==> src/bmp_pkg.sv <==
// bmp_pkg: shared types, codes and helpers for the bus mouse interface
// no dependencies
`default_nettype none

package bmp_pkg;

    typedef enum logic [2:0] {
        KIND_WRITE_C = 3'd0,
        KIND_CONTROL = 3'd1,
        KIND_TIMING  = 3'd2,
        KIND_READ_A  = 3'd3,
        KIND_READ_B  = 3'd4,
        KIND_READ_C  = 3'd5,
        KIND_MOTION  = 3'd6,
        KIND_TICK    = 3'd7
    } kind_t;

    localparam int DIV_NUM_W = 33;
    localparam int DIV_DEN_W = 16;
    localparam int UNITS_W   = 22;
    localparam int PADDR_W   = 5;

    localparam logic [31:0] SPREAD_MIN     = 32'd2000;
    localparam logic [15:0] TICKS_PER_UNIT = 16'd1000;
    localparam logic [7:0]  RAPID_MASK     = 8'ha0;
    localparam logic [7:0]  PORT_A_FIXED   = 8'h50;
    localparam logic [7:0]  PORT_B_VALUE   = 8'h40;
    localparam logic [7:0]  PORT_C_RESET   = 8'h10;
    localparam logic [7:0]  MODE_RESET     = 8'h93;
    localparam logic [7:0]  PORT_C_LOW5    = 8'h1f;
    localparam logic [7:0]  HIGH_NIBBLE    = 8'hf0;
    localparam logic [7:0]  DIP_MARK       = 8'h08;

    // elapsed / 1000 as (elapsed >> 3) * ceil(2^35 / 125) >> 35, exact below 2^31
    localparam logic [28:0] RECIP_125   = 29'd274877907;
    localparam int          RECIP_SHIFT = 35;

    localparam logic [15:0] MOVE_PERIOD_RESET = 16'd354;
    localparam logic [23:0] IRQ_PERIOD_RESET  = 24'd166400;

    typedef enum logic [2:0] {
        REG_MOVE_PERIOD = 3'd0,
        REG_IRQ_PERIOD  = 3'd1,
        REG_RAPID       = 3'd2,
        REG_DIP_A       = 3'd3,
        REG_DIP_C       = 3'd4
    } reg_idx_t;

    typedef struct packed {
        logic [15:0] move_period;
        logic [23:0] irq_period;
        logic        rapid_enable;
        logic [7:0]  dip_bank_a;
        logic [7:0]  dip_bank_c;
    } cfg_t;

    typedef struct packed {
        logic load;       // capture item, evaluate interrupt
        logic time_div;   // register reciprocal product of elapsed, toggle rapid bits
        logic take_units; // store units, advance last_time
        logic mul;        // register |sample| * units
        logic move_div;   // start product / move_period
        logic apply;      // add clipped step into counter
        logic sel_y;
        logic finish;     // commit item, load result register
    } cmd_t;

    typedef struct packed {
        logic need_spread;
        logic div_done;
    } status_t;

    function automatic logic [15:0] sat16(input logic [17:0] v);
        logic [15:0] r;
        if (!v[17] && v[16:15] != 2'b00)
            r = 16'h7fff;
        else if (v[17] && v[16:15] != 2'b11)
            r = 16'h8000;
        else
            r = v[15:0];
        return r;
    endfunction

    function automatic logic [7:0] clamp8(input logic [15:0] v);
        logic [7:0] r;
        if (!v[15] && v[14:7] != 8'h00)
            r = 8'h7f;
        else if (v[15] && v[14:7] != 8'hff)
            r = 8'h80;
        else
            r = v[7:0];
        return r;
    endfunction

endpackage

`default_nettype wire

==> src/bmp_req_if.sv <==
// bmp_req_if / bmp_rsp_if: valid/ready channels for requests and results
// no dependencies
`default_nettype none

interface bmp_req_if;
    logic        valid;
    logic        ready;
    logic [2:0]  req_type;
    logic [7:0]  data;
    logic [11:0] move_x;
    logic [11:0] move_y;
    logic [7:0]  buttons;
    logic [31:0] now;

    modport source (output valid, req_type, data, move_x, move_y, buttons, now,
                    input ready);
    modport sink   (input valid, req_type, data, move_x, move_y, buttons, now,
                    output ready);
endinterface

interface bmp_rsp_if;
    logic       valid;
    logic       ready;
    logic [7:0] read_data;
    logic       irq;

    modport source (output valid, read_data, irq, input ready);
    modport sink   (input valid, read_data, irq, output ready);
endinterface

`default_nettype wire

==> src/bmp_div.sv <==
// bmp_div: restoring divider, one quotient bit per cycle
// depends on bmp_pkg
`default_nettype none

module bmp_div
    import bmp_pkg::*;
(
    input  wire logic                 clk,
    input  wire logic                 rst_n,
    input  wire logic                 start,
    input  wire logic [DIV_NUM_W-1:0] num,
    input  wire logic [DIV_DEN_W-1:0] den,
    output logic                      done,
    output logic [DIV_NUM_W-1:0]      quot
);

    localparam int CNT_W = $clog2(DIV_NUM_W + 1);

    logic [DIV_NUM_W-1:0] quot_reg;
    logic [DIV_DEN_W-1:0] rem_reg, den_reg;
    logic [CNT_W-1:0]     cnt_reg;
    logic                 busy_reg, done_reg;
    logic [DIV_DEN_W:0]   trial, diff;
    logic                 fits;

    assign trial = {rem_reg, quot_reg[DIV_NUM_W-1]};
    assign diff  = trial - {1'b0, den_reg};
    assign fits  = trial >= {1'b0, den_reg};

    always_ff @(posedge clk or negedge rst_n)
    begin
        if (!rst_n)
        begin
            busy_reg <= 1'b0;
            done_reg <= 1'b0;
            cnt_reg  <= '0;
        end
        else
        begin
            done_reg <= 1'b0;
            if (start)
            begin
                busy_reg <= 1'b1;
                cnt_reg  <= CNT_W'(DIV_NUM_W);
            end
            else if (busy_reg)
            begin
                cnt_reg <= cnt_reg - 1'b1;
                if (cnt_reg == CNT_W'(1))
                begin
                    busy_reg <= 1'b0;
                    done_reg <= 1'b1;
                end
            end
        end
    end

    always_ff @(posedge clk)
    begin
        if (start)
        begin
            quot_reg <= num;
            rem_reg  <= '0;
            den_reg  <= den;
        end
        else if (busy_reg)
        begin
            quot_reg <= {quot_reg[DIV_NUM_W-2:0], fits};
            rem_reg  <= fits ? diff[DIV_DEN_W-1:0] : trial[DIV_DEN_W-1:0];
        end
    end

    assign done = done_reg;
    assign quot = quot_reg;

endmodule

`default_nettype wire

==> src/bmp_ctrl.sv <==
// bmp_ctrl: sequencer for one item, handshakes on both channels
// depends on bmp_pkg
`default_nettype none

module bmp_ctrl
    import bmp_pkg::*;
(
    input  wire logic clk,
    input  wire logic rst_n,
    input  wire logic req_valid,
    output logic      req_ready,
    output logic      rsp_valid,
    input  wire logic rsp_ready,
    input  status_t   status,
    output cmd_t      cmd
);

    typedef enum logic [3:0] {
        S_IDLE, S_CHECK, S_TDIV, S_MULX, S_SDX, S_WDX, S_APX,
        S_MULY, S_SDY, S_WDY, S_APY, S_FINISH
    } state_t;

    state_t state_reg, state_next;
    logic   out_valid_reg, out_valid_next;
    logic   slot_free;

    assign slot_free = !out_valid_reg || rsp_ready;

    always_comb
    begin
        state_next     = state_reg;
        cmd            = '0;
        req_ready      = 1'b0;
        out_valid_next = out_valid_reg && !rsp_ready;
        unique case (state_reg)
            S_IDLE:
            begin
                req_ready = 1'b1;
                if (req_valid)
                begin
                    cmd.load   = 1'b1;
                    state_next = S_CHECK;
                end
            end
            S_CHECK:
            begin
                if (status.need_spread)
                begin
                    cmd.time_div = 1'b1;
                    state_next   = S_TDIV;
                end
                else
                    state_next = S_FINISH;
            end
            S_TDIV:
            begin
                cmd.take_units = 1'b1;
                state_next     = S_MULX;
            end
            S_MULX:
            begin
                cmd.mul    = 1'b1;
                state_next = S_SDX;
            end
            S_SDX:
            begin
                cmd.move_div = 1'b1;
                state_next   = S_WDX;
            end
            S_WDX:
            begin
                if (status.div_done)
                    state_next = S_APX;
            end
            S_APX:
            begin
                cmd.apply  = 1'b1;
                state_next = S_MULY;
            end
            S_MULY:
            begin
                cmd.mul    = 1'b1;
                cmd.sel_y  = 1'b1;
                state_next = S_SDY;
            end
            S_SDY:
            begin
                cmd.move_div = 1'b1;
                state_next   = S_WDY;
            end
            S_WDY:
            begin
                if (status.div_done)
                    state_next = S_APY;
            end
            S_APY:
            begin
                cmd.apply  = 1'b1;
                cmd.sel_y  = 1'b1;
                state_next = S_FINISH;
            end
            S_FINISH:
            begin
                if (slot_free)
                begin
                    cmd.finish     = 1'b1;
                    out_valid_next = 1'b1;
                    state_next     = S_IDLE;
                end
            end
            default: state_next = S_IDLE;
        endcase
    end

    always_ff @(posedge clk or negedge rst_n)
    begin
        if (!rst_n)
        begin
            state_reg     <= S_IDLE;
            out_valid_reg <= 1'b0;
        end
        else
        begin
            state_reg     <= state_next;
            out_valid_reg <= out_valid_next;
        end
    end

    assign rsp_valid = out_valid_reg;

endmodule

`default_nettype wire

==> src/bmp_dp.sv <==
// bmp_dp: mouse state, motion spreading arithmetic, port logic, result register
// depends on bmp_pkg and bmp_div
`default_nettype none

module bmp_dp
    import bmp_pkg::*;
(
    input  wire logic        clk,
    input  wire logic        rst_n,
    input  cfg_t             cfg,
    input  cmd_t             cmd,
    output status_t          status,
    input  wire logic [2:0]  req_type,
    input  wire logic [7:0]  data,
    input  wire logic [11:0] move_x,
    input  wire logic [11:0] move_y,
    input  wire logic [7:0]  buttons,
    input  wire logic [31:0] now,
    output logic [7:0]       read_data,
    output logic             irq
);

    // item capture
    kind_t       kind_reg;
    logic [7:0]  data_reg, btn_reg;
    logic [11:0] mx_reg, my_reg;
    logic [31:0] now_reg;

    // block state
    logic [15:0] count_x_reg, count_y_reg, pend_x_reg, pend_y_reg;
    logic [11:0] sample_x_reg, sample_y_reg;
    logic [7:0]  latched_x_reg, latched_y_reg, button_reg, rapid_reg;
    logic [31:0] last_time_reg, irq_due_reg;
    logic [7:0]  port_c_reg, mode_reg;
    logic [1:0]  shift_reg;
    logic        armed_reg;

    // spreading
    logic [56:0]          units_prod_reg;
    logic [UNITS_W-1:0]   units_w;
    logic [UNITS_W-1:0]   units_reg;
    logic [DIV_NUM_W-1:0] prod_reg;
    logic                 smp_neg_reg, smp_zero_reg;

    logic [7:0] rd_reg;
    logic       irq_reg, irq_out_reg;

    logic [31:0] interval, elapsed, due_diff;
    logic        due_now;
    logic        write_en, latch_edge;
    logic [7:0]  wval, bitmask;

    logic                 div_start, div_done;
    logic [DIV_NUM_W-1:0] div_num, div_q;
    logic [DIV_DEN_W-1:0] div_den;

    logic [11:0] smp, mag;
    logic [15:0] pend, cnt;
    logic [16:0] neg_pend, step;
    logic [17:0] step_sum;

    logic [7:0]  rd_val, nib_src;
    logic [15:0] motion_x, motion_y;

    assign interval = 32'({cfg.irq_period, 3'b000} >> (2'd3 - shift_reg));
    assign elapsed  = now_reg - last_time_reg;
    assign due_diff = now - irq_due_reg;
    assign due_now  = !due_diff[31];

    // port C value produced by this item, if it writes one
    assign bitmask = 8'd1 << data_reg[3:1];
    always_comb
    begin
        write_en = 1'b0;
        wval     = port_c_reg;
        case (kind_reg)
            KIND_WRITE_C:
            begin
                write_en = 1'b1;
                wval     = data_reg;
            end
            KIND_CONTROL:
            begin
                if ((data_reg & HIGH_NIBBLE) == 8'h00)
                begin
                    write_en = 1'b1;
                    wval     = data_reg[0] ? (port_c_reg | bitmask) : (port_c_reg & ~bitmask);
                end
                else if (data_reg[7])
                begin
                    write_en = 1'b1;
                    wval     = 8'h00;
                end
            end
            default: ;
        endcase
    end

    assign latch_edge = write_en && wval[7] && !port_c_reg[7];
    assign status.need_spread = (kind_reg == KIND_READ_A || latch_edge)
                                && !elapsed[31] && elapsed >= SPREAD_MIN;
    assign status.div_done = div_done;

    // whole units of 1000 ticks in the elapsed time
    assign units_w = units_prod_reg[RECIP_SHIFT +: UNITS_W];

    assign div_start = cmd.move_div;
    assign div_num   = prod_reg;
    assign div_den   = cfg.move_period == 16'd0 ? 16'd1 : cfg.move_period;

    bmp_div u_div (
        .clk   (clk),
        .rst_n (rst_n),
        .start (div_start),
        .num   (div_num),
        .den   (div_den),
        .done  (div_done),
        .quot  (div_q)
    );

    assign smp = cmd.sel_y ? sample_y_reg : sample_x_reg;
    assign mag = smp[11] ? (~smp + 12'd1) : smp;
    assign pend = cmd.sel_y ? pend_y_reg : pend_x_reg;
    assign cnt  = cmd.sel_y ? count_y_reg : count_x_reg;
    assign neg_pend = 17'd0 - {pend[15], pend};

    // step clipped to what is still pending
    always_comb
    begin
        if (smp_zero_reg)
            step = '0;
        else if (!smp_neg_reg)
        begin
            if (pend[15] || div_q > {17'd0, pend})
                step = {pend[15], pend};
            else
                step = div_q[16:0];
        end
        else
        begin
            if ((!pend[15] && pend != 16'd0) || div_q > {16'd0, neg_pend})
                step = {pend[15], pend};
            else
                step = 17'd0 - div_q[16:0];
        end
    end
    assign step_sum = {{2{cnt[15]}}, cnt} + {step[16], step};

    assign motion_x = sat16({{2{count_x_reg[15]}}, count_x_reg} + {{2{pend_x_reg[15]}}, pend_x_reg});
    assign motion_y = sat16({{2{count_y_reg[15]}}, count_y_reg} + {{2{pend_y_reg[15]}}, pend_y_reg});

    // result byte
    always_comb
    begin
        nib_src = port_c_reg[7]
                ? (port_c_reg[6] ? latched_y_reg : latched_x_reg)
                : (port_c_reg[6] ? count_y_reg[7:0] : count_x_reg[7:0]);
        rd_val = 8'h00;
        case (kind_reg)
            KIND_READ_A:
            begin
                rd_val = button_reg | (cfg.rapid_enable ? rapid_reg : 8'h00);
                rd_val = (rd_val & HIGH_NIBBLE) | PORT_A_FIXED;
                rd_val = rd_val | {4'h0, port_c_reg[5] ? nib_src[7:4] : nib_src[3:0]};
            end
            KIND_READ_B: rd_val = PORT_B_VALUE;
            KIND_READ_C:
            begin
                rd_val = port_c_reg;
                if (mode_reg[3])
                    rd_val = rd_val & PORT_C_LOW5;
                if (mode_reg[0])
                    rd_val = (rd_val & HIGH_NIBBLE) | DIP_MARK
                           | {5'h0, cfg.dip_bank_c[7], ~cfg.dip_bank_a[5:4]};
            end
            default: ;
        endcase
    end

    always_ff @(posedge clk)
    begin
        if (cmd.load)
        begin
            kind_reg <= kind_t'(req_type);
            data_reg <= data;
            mx_reg   <= move_x;
            my_reg   <= move_y;
            btn_reg  <= buttons;
            now_reg  <= now;
        end
        // elapsed is below 2^31 here; divide by 8 first, then by 125
        if (cmd.time_div)
            units_prod_reg <= {29'd0, elapsed[30:3]} * {28'd0, RECIP_125};
        if (cmd.take_units)
            units_reg <= units_w;
        if (cmd.mul)
        begin
            prod_reg     <= DIV_NUM_W'(mag * units_reg);
            smp_neg_reg  <= smp[11];
            smp_zero_reg <= smp == 12'd0;
        end
        if (cmd.finish)
        begin
            rd_reg  <= rd_val;
        end
    end

    always_ff @(posedge clk or negedge rst_n)
    begin
        if (!rst_n)
        begin
            count_x_reg   <= '0;
            count_y_reg   <= '0;
            pend_x_reg    <= '0;
            pend_y_reg    <= '0;
            sample_x_reg  <= '0;
            sample_y_reg  <= '0;
            latched_x_reg <= '0;
            latched_y_reg <= '0;
            button_reg    <= '0;
            rapid_reg     <= '0;
            last_time_reg <= '0;
            port_c_reg    <= PORT_C_RESET;
            mode_reg      <= MODE_RESET;
            shift_reg     <= '0;
            irq_due_reg   <= '0;
            armed_reg     <= 1'b0;
            irq_reg       <= 1'b0;
            irq_out_reg   <= 1'b0;
        end
        else
        begin
            if (cmd.load)
            begin
                irq_reg <= 1'b0;
                if (armed_reg && due_now)
                begin
                    armed_reg <= 1'b0;
                    if (!port_c_reg[4])
                    begin
                        irq_reg     <= 1'b1;
                        irq_due_reg <= irq_due_reg + interval;
                        armed_reg   <= 1'b1;
                    end
                end
            end
            if (cmd.time_div)
                rapid_reg <= rapid_reg ^ RAPID_MASK;
            if (cmd.take_units)
                last_time_reg <= last_time_reg
                               + 32'({10'd0, units_w} * {16'd0, TICKS_PER_UNIT});
            if (cmd.apply)
            begin
                if (cmd.sel_y)
                begin
                    count_y_reg <= sat16(step_sum);
                    pend_y_reg  <= pend_y_reg - step[15:0];
                end
                else
                begin
                    count_x_reg <= sat16(step_sum);
                    pend_x_reg  <= pend_x_reg - step[15:0];
                end
            end
            if (cmd.finish)
            begin
                irq_out_reg <= irq_reg;
                if (write_en)
                begin
                    if (latch_edge)
                    begin
                        latched_x_reg <= clamp8(count_x_reg);
                        latched_y_reg <= clamp8(count_y_reg);
                        count_x_reg   <= '0;
                        count_y_reg   <= '0;
                    end
                    if (port_c_reg[4] && !wval[4] && !armed_reg)
                    begin
                        irq_due_reg <= now_reg + interval;
                        armed_reg   <= 1'b1;
                    end
                    port_c_reg <= wval;
                end
                case (kind_reg)
                    KIND_CONTROL:
                        if (data_reg[7])
                            mode_reg <= data_reg;
                    KIND_TIMING: shift_reg <= data_reg[1:0];
                    KIND_MOTION:
                    begin
                        count_x_reg   <= motion_x;
                        count_y_reg   <= motion_y;
                        sample_x_reg  <= mx_reg;
                        sample_y_reg  <= my_reg;
                        pend_x_reg    <= {{4{mx_reg[11]}}, mx_reg};
                        pend_y_reg    <= {{4{my_reg[11]}}, my_reg};
                        button_reg    <= btn_reg;
                        last_time_reg <= now_reg;
                    end
                    default: ;
                endcase
            end
        end
    end

    assign read_data = rd_reg;
    assign irq       = irq_out_reg;

endmodule

`default_nettype wire

==> src/bus_mouse_ppi_interface_core.sv <==
// bus_mouse_ppi_interface_core: top level, register port, controller and datapath
// depends on bmp_pkg, bmp_req_if, bmp_rsp_if, bmp_ctrl, bmp_dp
//
//  channel | dir | handshake     | payload
//  req     | in  | valid/ready   | req_type, data, move_x, move_y, buttons, now
//  rsp     | out | valid/ready   | read_data, irq
//  apb     | in  | psel/penable  | paddr[4:0], pwdata[31:0], prdata[31:0]
//
// one item at a time; when motion is spread, one reciprocal multiply for
// elapsed / 1000, then two passes of the divider by move_period
// a finished result sits in the output register; the next request is taken
// while it waits and stalls in its last step until the waiting result drains
// reset clears control, mouse, port and config state at once, not captured item or result data; no clearing pass
`default_nettype none

module bus_mouse_ppi_interface_core
    import bmp_pkg::*;
(
    input  wire logic               clk,
    input  wire logic               rst_n,
    bmp_req_if.sink                 req,
    bmp_rsp_if.source               rsp,
    input  wire logic               psel,
    input  wire logic               penable,
    input  wire logic               pwrite,
    input  wire logic [PADDR_W-1:0] paddr,
    input  wire logic [31:0]        pwdata,
    output logic [31:0]             prdata,
    output logic                    pready
);

    cfg_t     cfg_reg;
    cmd_t     cmd;
    status_t  status;
    reg_idx_t widx;
    logic     wr_en;

    assign pready = 1'b1;
    assign wr_en  = psel && penable && pwrite;
    assign widx   = reg_idx_t'(paddr[PADDR_W-1:2]);

    always_ff @(posedge clk or negedge rst_n)
    begin
        if (!rst_n)
        begin
            cfg_reg.move_period  <= MOVE_PERIOD_RESET;
            cfg_reg.irq_period   <= IRQ_PERIOD_RESET;
            cfg_reg.rapid_enable <= 1'b0;
            cfg_reg.dip_bank_a   <= '0;
            cfg_reg.dip_bank_c   <= '0;
        end
        else if (wr_en && paddr[1:0] == 2'b00)
        begin
            case (widx)
                REG_MOVE_PERIOD: cfg_reg.move_period  <= pwdata[15:0];
                REG_IRQ_PERIOD:  cfg_reg.irq_period   <= pwdata[23:0];
                REG_RAPID:       cfg_reg.rapid_enable <= pwdata[0];
                REG_DIP_A:       cfg_reg.dip_bank_a   <= pwdata[7:0];
                REG_DIP_C:       cfg_reg.dip_bank_c   <= pwdata[7:0];
                default: ;
            endcase
        end
    end

    always_comb
    begin
        prdata = '0;
        if (paddr[1:0] == 2'b00)
        begin
            unique case (widx)
                REG_MOVE_PERIOD: prdata = {16'h0, cfg_reg.move_period};
                REG_IRQ_PERIOD:  prdata = {8'h0, cfg_reg.irq_period};
                REG_RAPID:       prdata = {31'h0, cfg_reg.rapid_enable};
                REG_DIP_A:       prdata = {24'h0, cfg_reg.dip_bank_a};
                REG_DIP_C:       prdata = {24'h0, cfg_reg.dip_bank_c};
                default:         prdata = '0;
            endcase
        end
    end

    bmp_ctrl u_ctrl (
        .clk       (clk),
        .rst_n     (rst_n),
        .req_valid (req.valid),
        .req_ready (req.ready),
        .rsp_valid (rsp.valid),
        .rsp_ready (rsp.ready),
        .status    (status),
        .cmd       (cmd)
    );

    bmp_dp u_dp (
        .clk       (clk),
        .rst_n     (rst_n),
        .cfg       (cfg_reg),
        .cmd       (cmd),
        .status    (status),
        .req_type  (req.req_type),
        .data      (req.data),
        .move_x    (req.move_x),
        .move_y    (req.move_y),
        .buttons   (req.buttons),
        .now       (req.now),
        .read_data (rsp.read_data),
        .irq       (rsp.irq)
    );

endmodule

`default_nettype wire

==> src/flat_wrapper.sv <==
// flat-port wrapper written by rule: the top's interface ports become plain ports
module bus_mouse_ppi_interface_core_flat import bmp_pkg::*;
  (clk, rst_n, psel, penable, pwrite, paddr, pwdata, prdata, pready, req_valid, req_req_type, req_data, req_move_x, req_move_y, req_buttons, req_now, req_ready, rsp_valid, rsp_read_data, rsp_irq, rsp_ready);
  bmp_req_if req_i ();
  bmp_rsp_if rsp_i ();
  input  wire logic clk;
  input  wire logic rst_n;
  input  wire logic psel;
  input  wire logic penable;
  input  wire logic pwrite;
  input  wire logic [PADDR_W-1:0] paddr;
  input  wire logic [31:0] pwdata;
  output logic [31:0] prdata;
  output logic pready;
  input wire logic [$bits(req_i.valid)-1:0] req_valid;
  input wire logic [$bits(req_i.req_type)-1:0] req_req_type;
  input wire logic [$bits(req_i.data)-1:0] req_data;
  input wire logic [$bits(req_i.move_x)-1:0] req_move_x;
  input wire logic [$bits(req_i.move_y)-1:0] req_move_y;
  input wire logic [$bits(req_i.buttons)-1:0] req_buttons;
  input wire logic [$bits(req_i.now)-1:0] req_now;
  output wire logic [$bits(req_i.ready)-1:0] req_ready;
  output wire logic [$bits(rsp_i.valid)-1:0] rsp_valid;
  output wire logic [$bits(rsp_i.read_data)-1:0] rsp_read_data;
  output wire logic [$bits(rsp_i.irq)-1:0] rsp_irq;
  input wire logic [$bits(rsp_i.ready)-1:0] rsp_ready;
  assign req_i.valid = req_valid;
  assign req_i.req_type = req_req_type;
  assign req_i.data = req_data;
  assign req_i.move_x = req_move_x;
  assign req_i.move_y = req_move_y;
  assign req_i.buttons = req_buttons;
  assign req_i.now = req_now;
  assign req_ready = req_i.ready;
  assign rsp_valid = rsp_i.valid;
  assign rsp_read_data = rsp_i.read_data;
  assign rsp_irq = rsp_i.irq;
  assign rsp_i.ready = rsp_ready;
  bus_mouse_ppi_interface_core u_core (.clk(clk), .rst_n(rst_n), .req(req_i), .rsp(rsp_i), .psel(psel), .penable(penable), .pwrite(pwrite), .paddr(paddr), .pwdata(pwdata), .prdata(prdata), .pready(pready));
endmodule
==> config.mk <==
export PLATFORM = sky130hd
export DESIGN_NAME = bus_mouse_ppi_interface_core_flat
export DESIGN_NICKNAME = d
export VERILOG_FILES = /design/src/bmp_pkg.sv /design/src/bmp_req_if.sv /design/src/bmp_div.sv /design/src/bmp_ctrl.sv /design/src/bmp_dp.sv /design/src/bus_mouse_ppi_interface_core.sv /design/src/flat_wrapper.sv
export SDC_FILE = /design/constraint.sdc
export NUM_CORES = 2
export LEC_CHECK = 0
export BUFFER_PORTS_ARGS = -buffer_cell sky130_fd_sc_hd__buf_2
export CORE_MARGIN = 4
export CORE_UTILIZATION = 35
export CTS_CLUSTER_DIAMETER = 120
export DETAILED_ROUTE_END_ITERATION = 10
export SYNTH_ARGS = -nofsm -noshare
export SYNTH_HDL_FRONTEND = slang
export SYNTH_SLANG_ARGS = --single-unit
==> constraint.sdc <==
create_clock -name clk -period 24.7 [get_ports clk]
set_input_delay 1.235 -clock clk [delete_from_list [all_inputs] [get_ports clk]]
set_output_delay 1.235 -clock clk [all_outputs]
set_load 0.01 [all_outputs]
======== Yosys cells after proc, flatten, opt, wreduce, memory -nomap -nowiden ========
Index checks and enable logic that the tools add are counted.
storage, ports and cells
  input port bits ......................... 119
  register bits after elaboration ......... 527
cells by class
  bitwise operators ....................... 9
  multiply operators ...................... 3
  eq/ne operators ......................... 32
  shift operators ......................... 2
  reductions and logical operators ........ 70
  add/subtract/negate cells ............... 16
  muxes and demuxes ....................... 103
  order comparisons ....................... 4
operators with widths
  cell                      count
  $mux W16                  29
  $mux W32                  10
  $pmux W24 S5              1
  $mux W8                   14
  $add A32 B32 Y32          3
  $mux W17                  4
  $mux W33                  2
  $sub A32 B32 Y32          2
  $mul A28 B29 Y57 const B  1
  $pmux W4 S12              1
  $sub A16 B16 Y16          3
  $add A16 B16 Y17          2
  $gt A33 B16 Y1            1
  $gt A33 B17 Y1            1
  $mul A12 B22 Y33          1
  $ge A32 B11 Y1 const B    1
  $shr A27 B2 Y32           1
  $mul A22 B7 Y29 const B   1
  $mux W1                   29
  $mux W12                  2
  $mux W4                   6
  $pmux W8 S3               1
  $logic_and A1 B1 Y1       22
  $add A16 B17 Y18          1
  other kinds (43)          100

======== Depth between registers and ports, before layout ========
  word-level depth ........................ 21
  depth in mapped cells ................... 41

======== Modules after synthesis ========
From an unflattened synthesis, not the netlist that was laid out.
second synthesis, totals
  cells, all modules ...................... 5802
  area, all modules ....................... 56036.2 µm²
modules (own cells, without submodules)
  module                        cells an instance  area each (µm²)  times used  seq. area each (µm²)
  bmp_dp                        5228               48992.0          1           9366.5
  bmp_div                       321                3806.2           1           1991.9
  bus_mouse_ppi_interface_core  204                2849.0           1           1436.4
  bmp_ctrl                      49                 389.1            1           125.1

======== Worst setup path after synthesis ========
No wires, ideal clock.
  path type ............................... register to register
  from .................................... register u_core.u_dp.now_reg[1]
  to ...................................... register u_core.u_dp.units_prod_reg[55] (data pin)
  path slack .............................. 15.886 ns
  cell stages (with the launch flop) ...... 35
  clock period less this slack ............ 8.814 ns
  library setup time ...................... 0.265 ns
  buffers on the path ..................... 0
  arrival time ............................ 8.549 ns
  cells stage by stage .................... edfxtp_1 > ha_1 > nor2b_1 > o31a_1 > o31ai_2 > o21ai_1 > a31o_2 > a41oi_1 > nor2_1 > a31oi_1 > o21ai_0 > xnor2_1 > fa_1 > fa_1 > fa_1 > inv_1 > fa_1 > fa_1 > inv_1 > fa_1 > inv_1 > fa_1 > inv_1 > ha_1 > nand4_1 > nor2_1 > nand2_1 > o31ai_1 > o31ai_1 > a211oi_1 > o21ai_1 > o31ai_2 > o22ai_1 > o21bai_1 > xor2_1
on the way
  cells in the longest elaborated chain, start to end .. 2
ends and longest elaborated chain
  item                    line           source
  start, declared         bmp_dp.sv:27   logic [31:0] now_reg;
  start signal, assigned  bmp_dp.sv:189  now_reg <= now;
  $sub A32 B32 Y32        bmp_dp.sv:66   assign elapsed = now_reg - last_time_reg;
  $mul A28 B29 Y57        bmp_dp.sv:193  units_prod_reg <= {29'd0, elapsed[30:3]} * {28'd0, RECIP_125};
  end signal, assigned    bmp_dp.sv:193
  end, declared           bmp_dp.sv:39   logic [56:0] units_prod_reg;
Every way passes these cells.
A chain may end at the register's enable or synchronous reset.

======== Worst setup path in the final report ========
  from .................................... register u_core.u_dp.now_reg[3]
  to ...................................... register u_core.u_dp.units_prod_reg[50] (data pin)
Same word-level chain as after synthesis.

==> reports/metrics.yaml <==
status:
  status: "finished clean"
logic_synthesis:
  synth_warnings: 0
  synth.avg_cell_area_um2: 9.502
  ys_ff_latch: 478
  syn-instance-count: 5840
  synthFlopType: "dfrtp_1"
  syn_area_um2: 55490
  yosys.area.top_type_share_pct: 19.52
  yosys.area.top_type: "fa_1"
  synth_area_leaders: "fa_1 (20%), ha_1 (16%), dfrtp_1 (11%)"
  synth_edf_count: 205
  yosysSeqAreaShare_pct: 23.28
  synthArstFlopShare_pct: 53.77
  netlist-cell-type-count: 100
timing:
  fin_crit_sh_pct: 42.95
  fmax_mhz: 94.25
  relSlewSlack_pct: 13.57
  worst_hold_slack_ns: 0.4549
  slew_viol_final: 0
  skew_ns: 0.02626
  layout_min_cycle_time_ns: 10.61
  rsz0062_at_grt: "false"
  setup_violations: 0
  tns_ns: 0
  hold_viol_final: 0
  worstMarginPinSlew_ns: 1.285
floorplanning:
  core.rowCount: 145
  ios: 163
  die_w_um: 406.2
  die_height_um: 406.2
  start_util_pct: 35.36
  dieArea_um2: 165000
  core_um2: 156900
clocking:
  ctsHoldBuffers: 0
  clk_latency_ns: 0.63
  cts_resized: 0
  root_buffer: "clkbuf_16"
  cts_sinks: 478
  cts_tree: "yes"
  clock_path_buffers: 3
  path_clk_slew_ns: 0.06
  post-cts-setup-buffers: 0
  htreeDepth: 2
  cts_made_buffers: 56
cells_and_area:
  final_util_pct: 38.58
  largest_reg_flops: 57
  finalNetCount: 7288
  final_cell_mix: "inv_1 (770), ha_1 (720), nand2_1 (591), fa_1 (541), a21oi_1 (404)"
  design_area_um2: 60550
  drive_gt1_share_pct: 7.824
  layout_commonest_cell: "inv_1"
  regArea_um2: 12920
  syn_to_final_growth_pct: 9.116
  multi_input_area_um2: 39010
  fillers: 15590
hold_path:
  hold_class: "flip-flop to flip-flop"
setup_path:
  crit_arrival_ns: 10.96
  critPathRequiredTime_ns: 25.05
  start_kind: "flip-flop"
  cp_num_buf_inv: 6
  endpoint_kind: "flip-flop"
  max_stage_delay_ns: 0.80
  cp_top_family: "adder cells"
  critPathKind: "flip-flop to flip-flop"
  cpMaxStageDelayCell: "o31ai_1"
  worst-path-max-fanout: 6
grt:
  overflow: 0
  grt_usage_pct: 18.15
  grt_max_degree: 82
  grt_pass1_wl_um: 239500
  antenna_found_initial: 9
  grt_pass1_vias: 42890
placement:
  placed_area_um2: 58520
  dp_hpwl_um: 119800
  port_buffers: 139
  gp_congestion: 0.9292
detailed_routing:
  drtPass1Iterations: 5
  post_drt_via_cell_ratio: 5.262
  wl_met3_um: 7045
  wl_per_cell_um: 18.64
  first_iter_violations: 2885
  via_count: 42210
  wl_met1_um: 67180
  route.antenna.remaining_nets: 0
  wl_met2_um: 71750
  top_layer_used: "met5"
  drc: 0
  drt-total-wl_um: 149500
run:
  cap_violations: 0
==> synthesized netlist by cell type (25+ instances only) <==
cell	instances
a211oi_1	52
a21o_1	130
a21oi_1	405
a221oi_1	25
a31oi_1	39
and2_1	77
and3_1	48
clkbuf_1	161
dfrtp_1	247
edfxtp_1	205
fa_1	541
ha_1	720
inv_1	772
mux2_2	85
mux2i_1	67
nand2_1	591
nand2b_1	64
nand3_1	77
nand4_1	45
nor2_1	322
nor2b_1	82
nor3_1	68
o21a_1	47
o21ai_0	240
o21bai_1	31
or3_1	37
xnor2_1	182
xor2_1	86
==> cell families (layout without fill, tap and decap cells) <==
family                     Yosys count  in the layout  synth area share [%]
xor gates and xnor gates           268            268                 4.230
and+or+nand+nor                   1507           1507                 12.76
DFF                                478            478                 23.28
AOI/OAI and AO/OA                 1185           1185                 13.39
buffers and inverters              962           1071                 6.620
other                                2             17               0.01353
adders and majority gates         1261           1261                 35.75
muxes                              177            177                 3.948
==> worst register-to-register path: cells and delay by family (launching register included) <==
kind	cells	cell delay, ns
AND/OR/NAND/NOR	7	0.78
buffers and inverters	6	0.37
flip-flops	1	0.50
XOR/XNOR	2	0.93
adder cells (fa/ha/maj)	9	4.17
AO/OA/AOI/OAI	13	3.59
==> layout make-up <==
type	instances	share of cell area, %
diodes	8	0.03306
clock buffers	82	2.746
clock inverters	24	0.5703
inverters	772	4.788
multi-input cells	4407	64.44
flip-flops and latches	478	21.34
well taps	2058	4.253
repair buffers	193	1.835
==> path summary, 6_finish.rpt <==
kind                                                            end  slack [ns]                        startpoint  cells after the start
max in group asynchronous  u_core.u_dp.last_time_reg[2]$_DFFE_PN0P_       21.94                             rst_n                      3
max reg2reg                u_core.u_dp.units_prod_reg[50]$_DFFE_PP_       14.09  u_core.u_dp.now_reg[3]$_DFFE_PP_                     37
min in group asynchronous  u_core.u_dp.latched_y_reg[2]$_DFFE_PN0P_        0.58                             rst_n                      1
min reg2reg                   u_core.u_dp.button_reg[5]$_DFFE_PN0P_        0.45  u_core.u_dp.btn_reg[5]$_DFFE_PP_                      2
min                           u_core.u_dp.button_reg[5]$_DFFE_PN0P_        0.45  u_core.u_dp.btn_reg[5]$_DFFE_PP_                      2
max                        u_core.u_dp.units_prod_reg[50]$_DFFE_PP_       14.09  u_core.u_dp.now_reg[3]$_DFFE_PP_                     37
==> through the flow <==
step / setup slack [ns] / cells
2_1_floorplan: 15.89 / 5847
3_3_place_gp: 14.31 / 7908
3_5_place_dp: 14.22 / 7908
4_1_cts: 14.17 / 8014
5_1_grt: 13.50 / 8016
6_report: 14.09 / 8022
==> routing by layer <==
layer | GRT usage, % | up-vias
met4 | 4.143 | 4
met2 | 30.85 | 904
met1 | 24.86 | 21090
li1 | - | 20040
met5 | 0 | -
met3 | 2.046 | 177
Power is left out: the tool's default activity adds up to more than one toggle a clock period on the data nets, which glitch-free logic cannot reach.
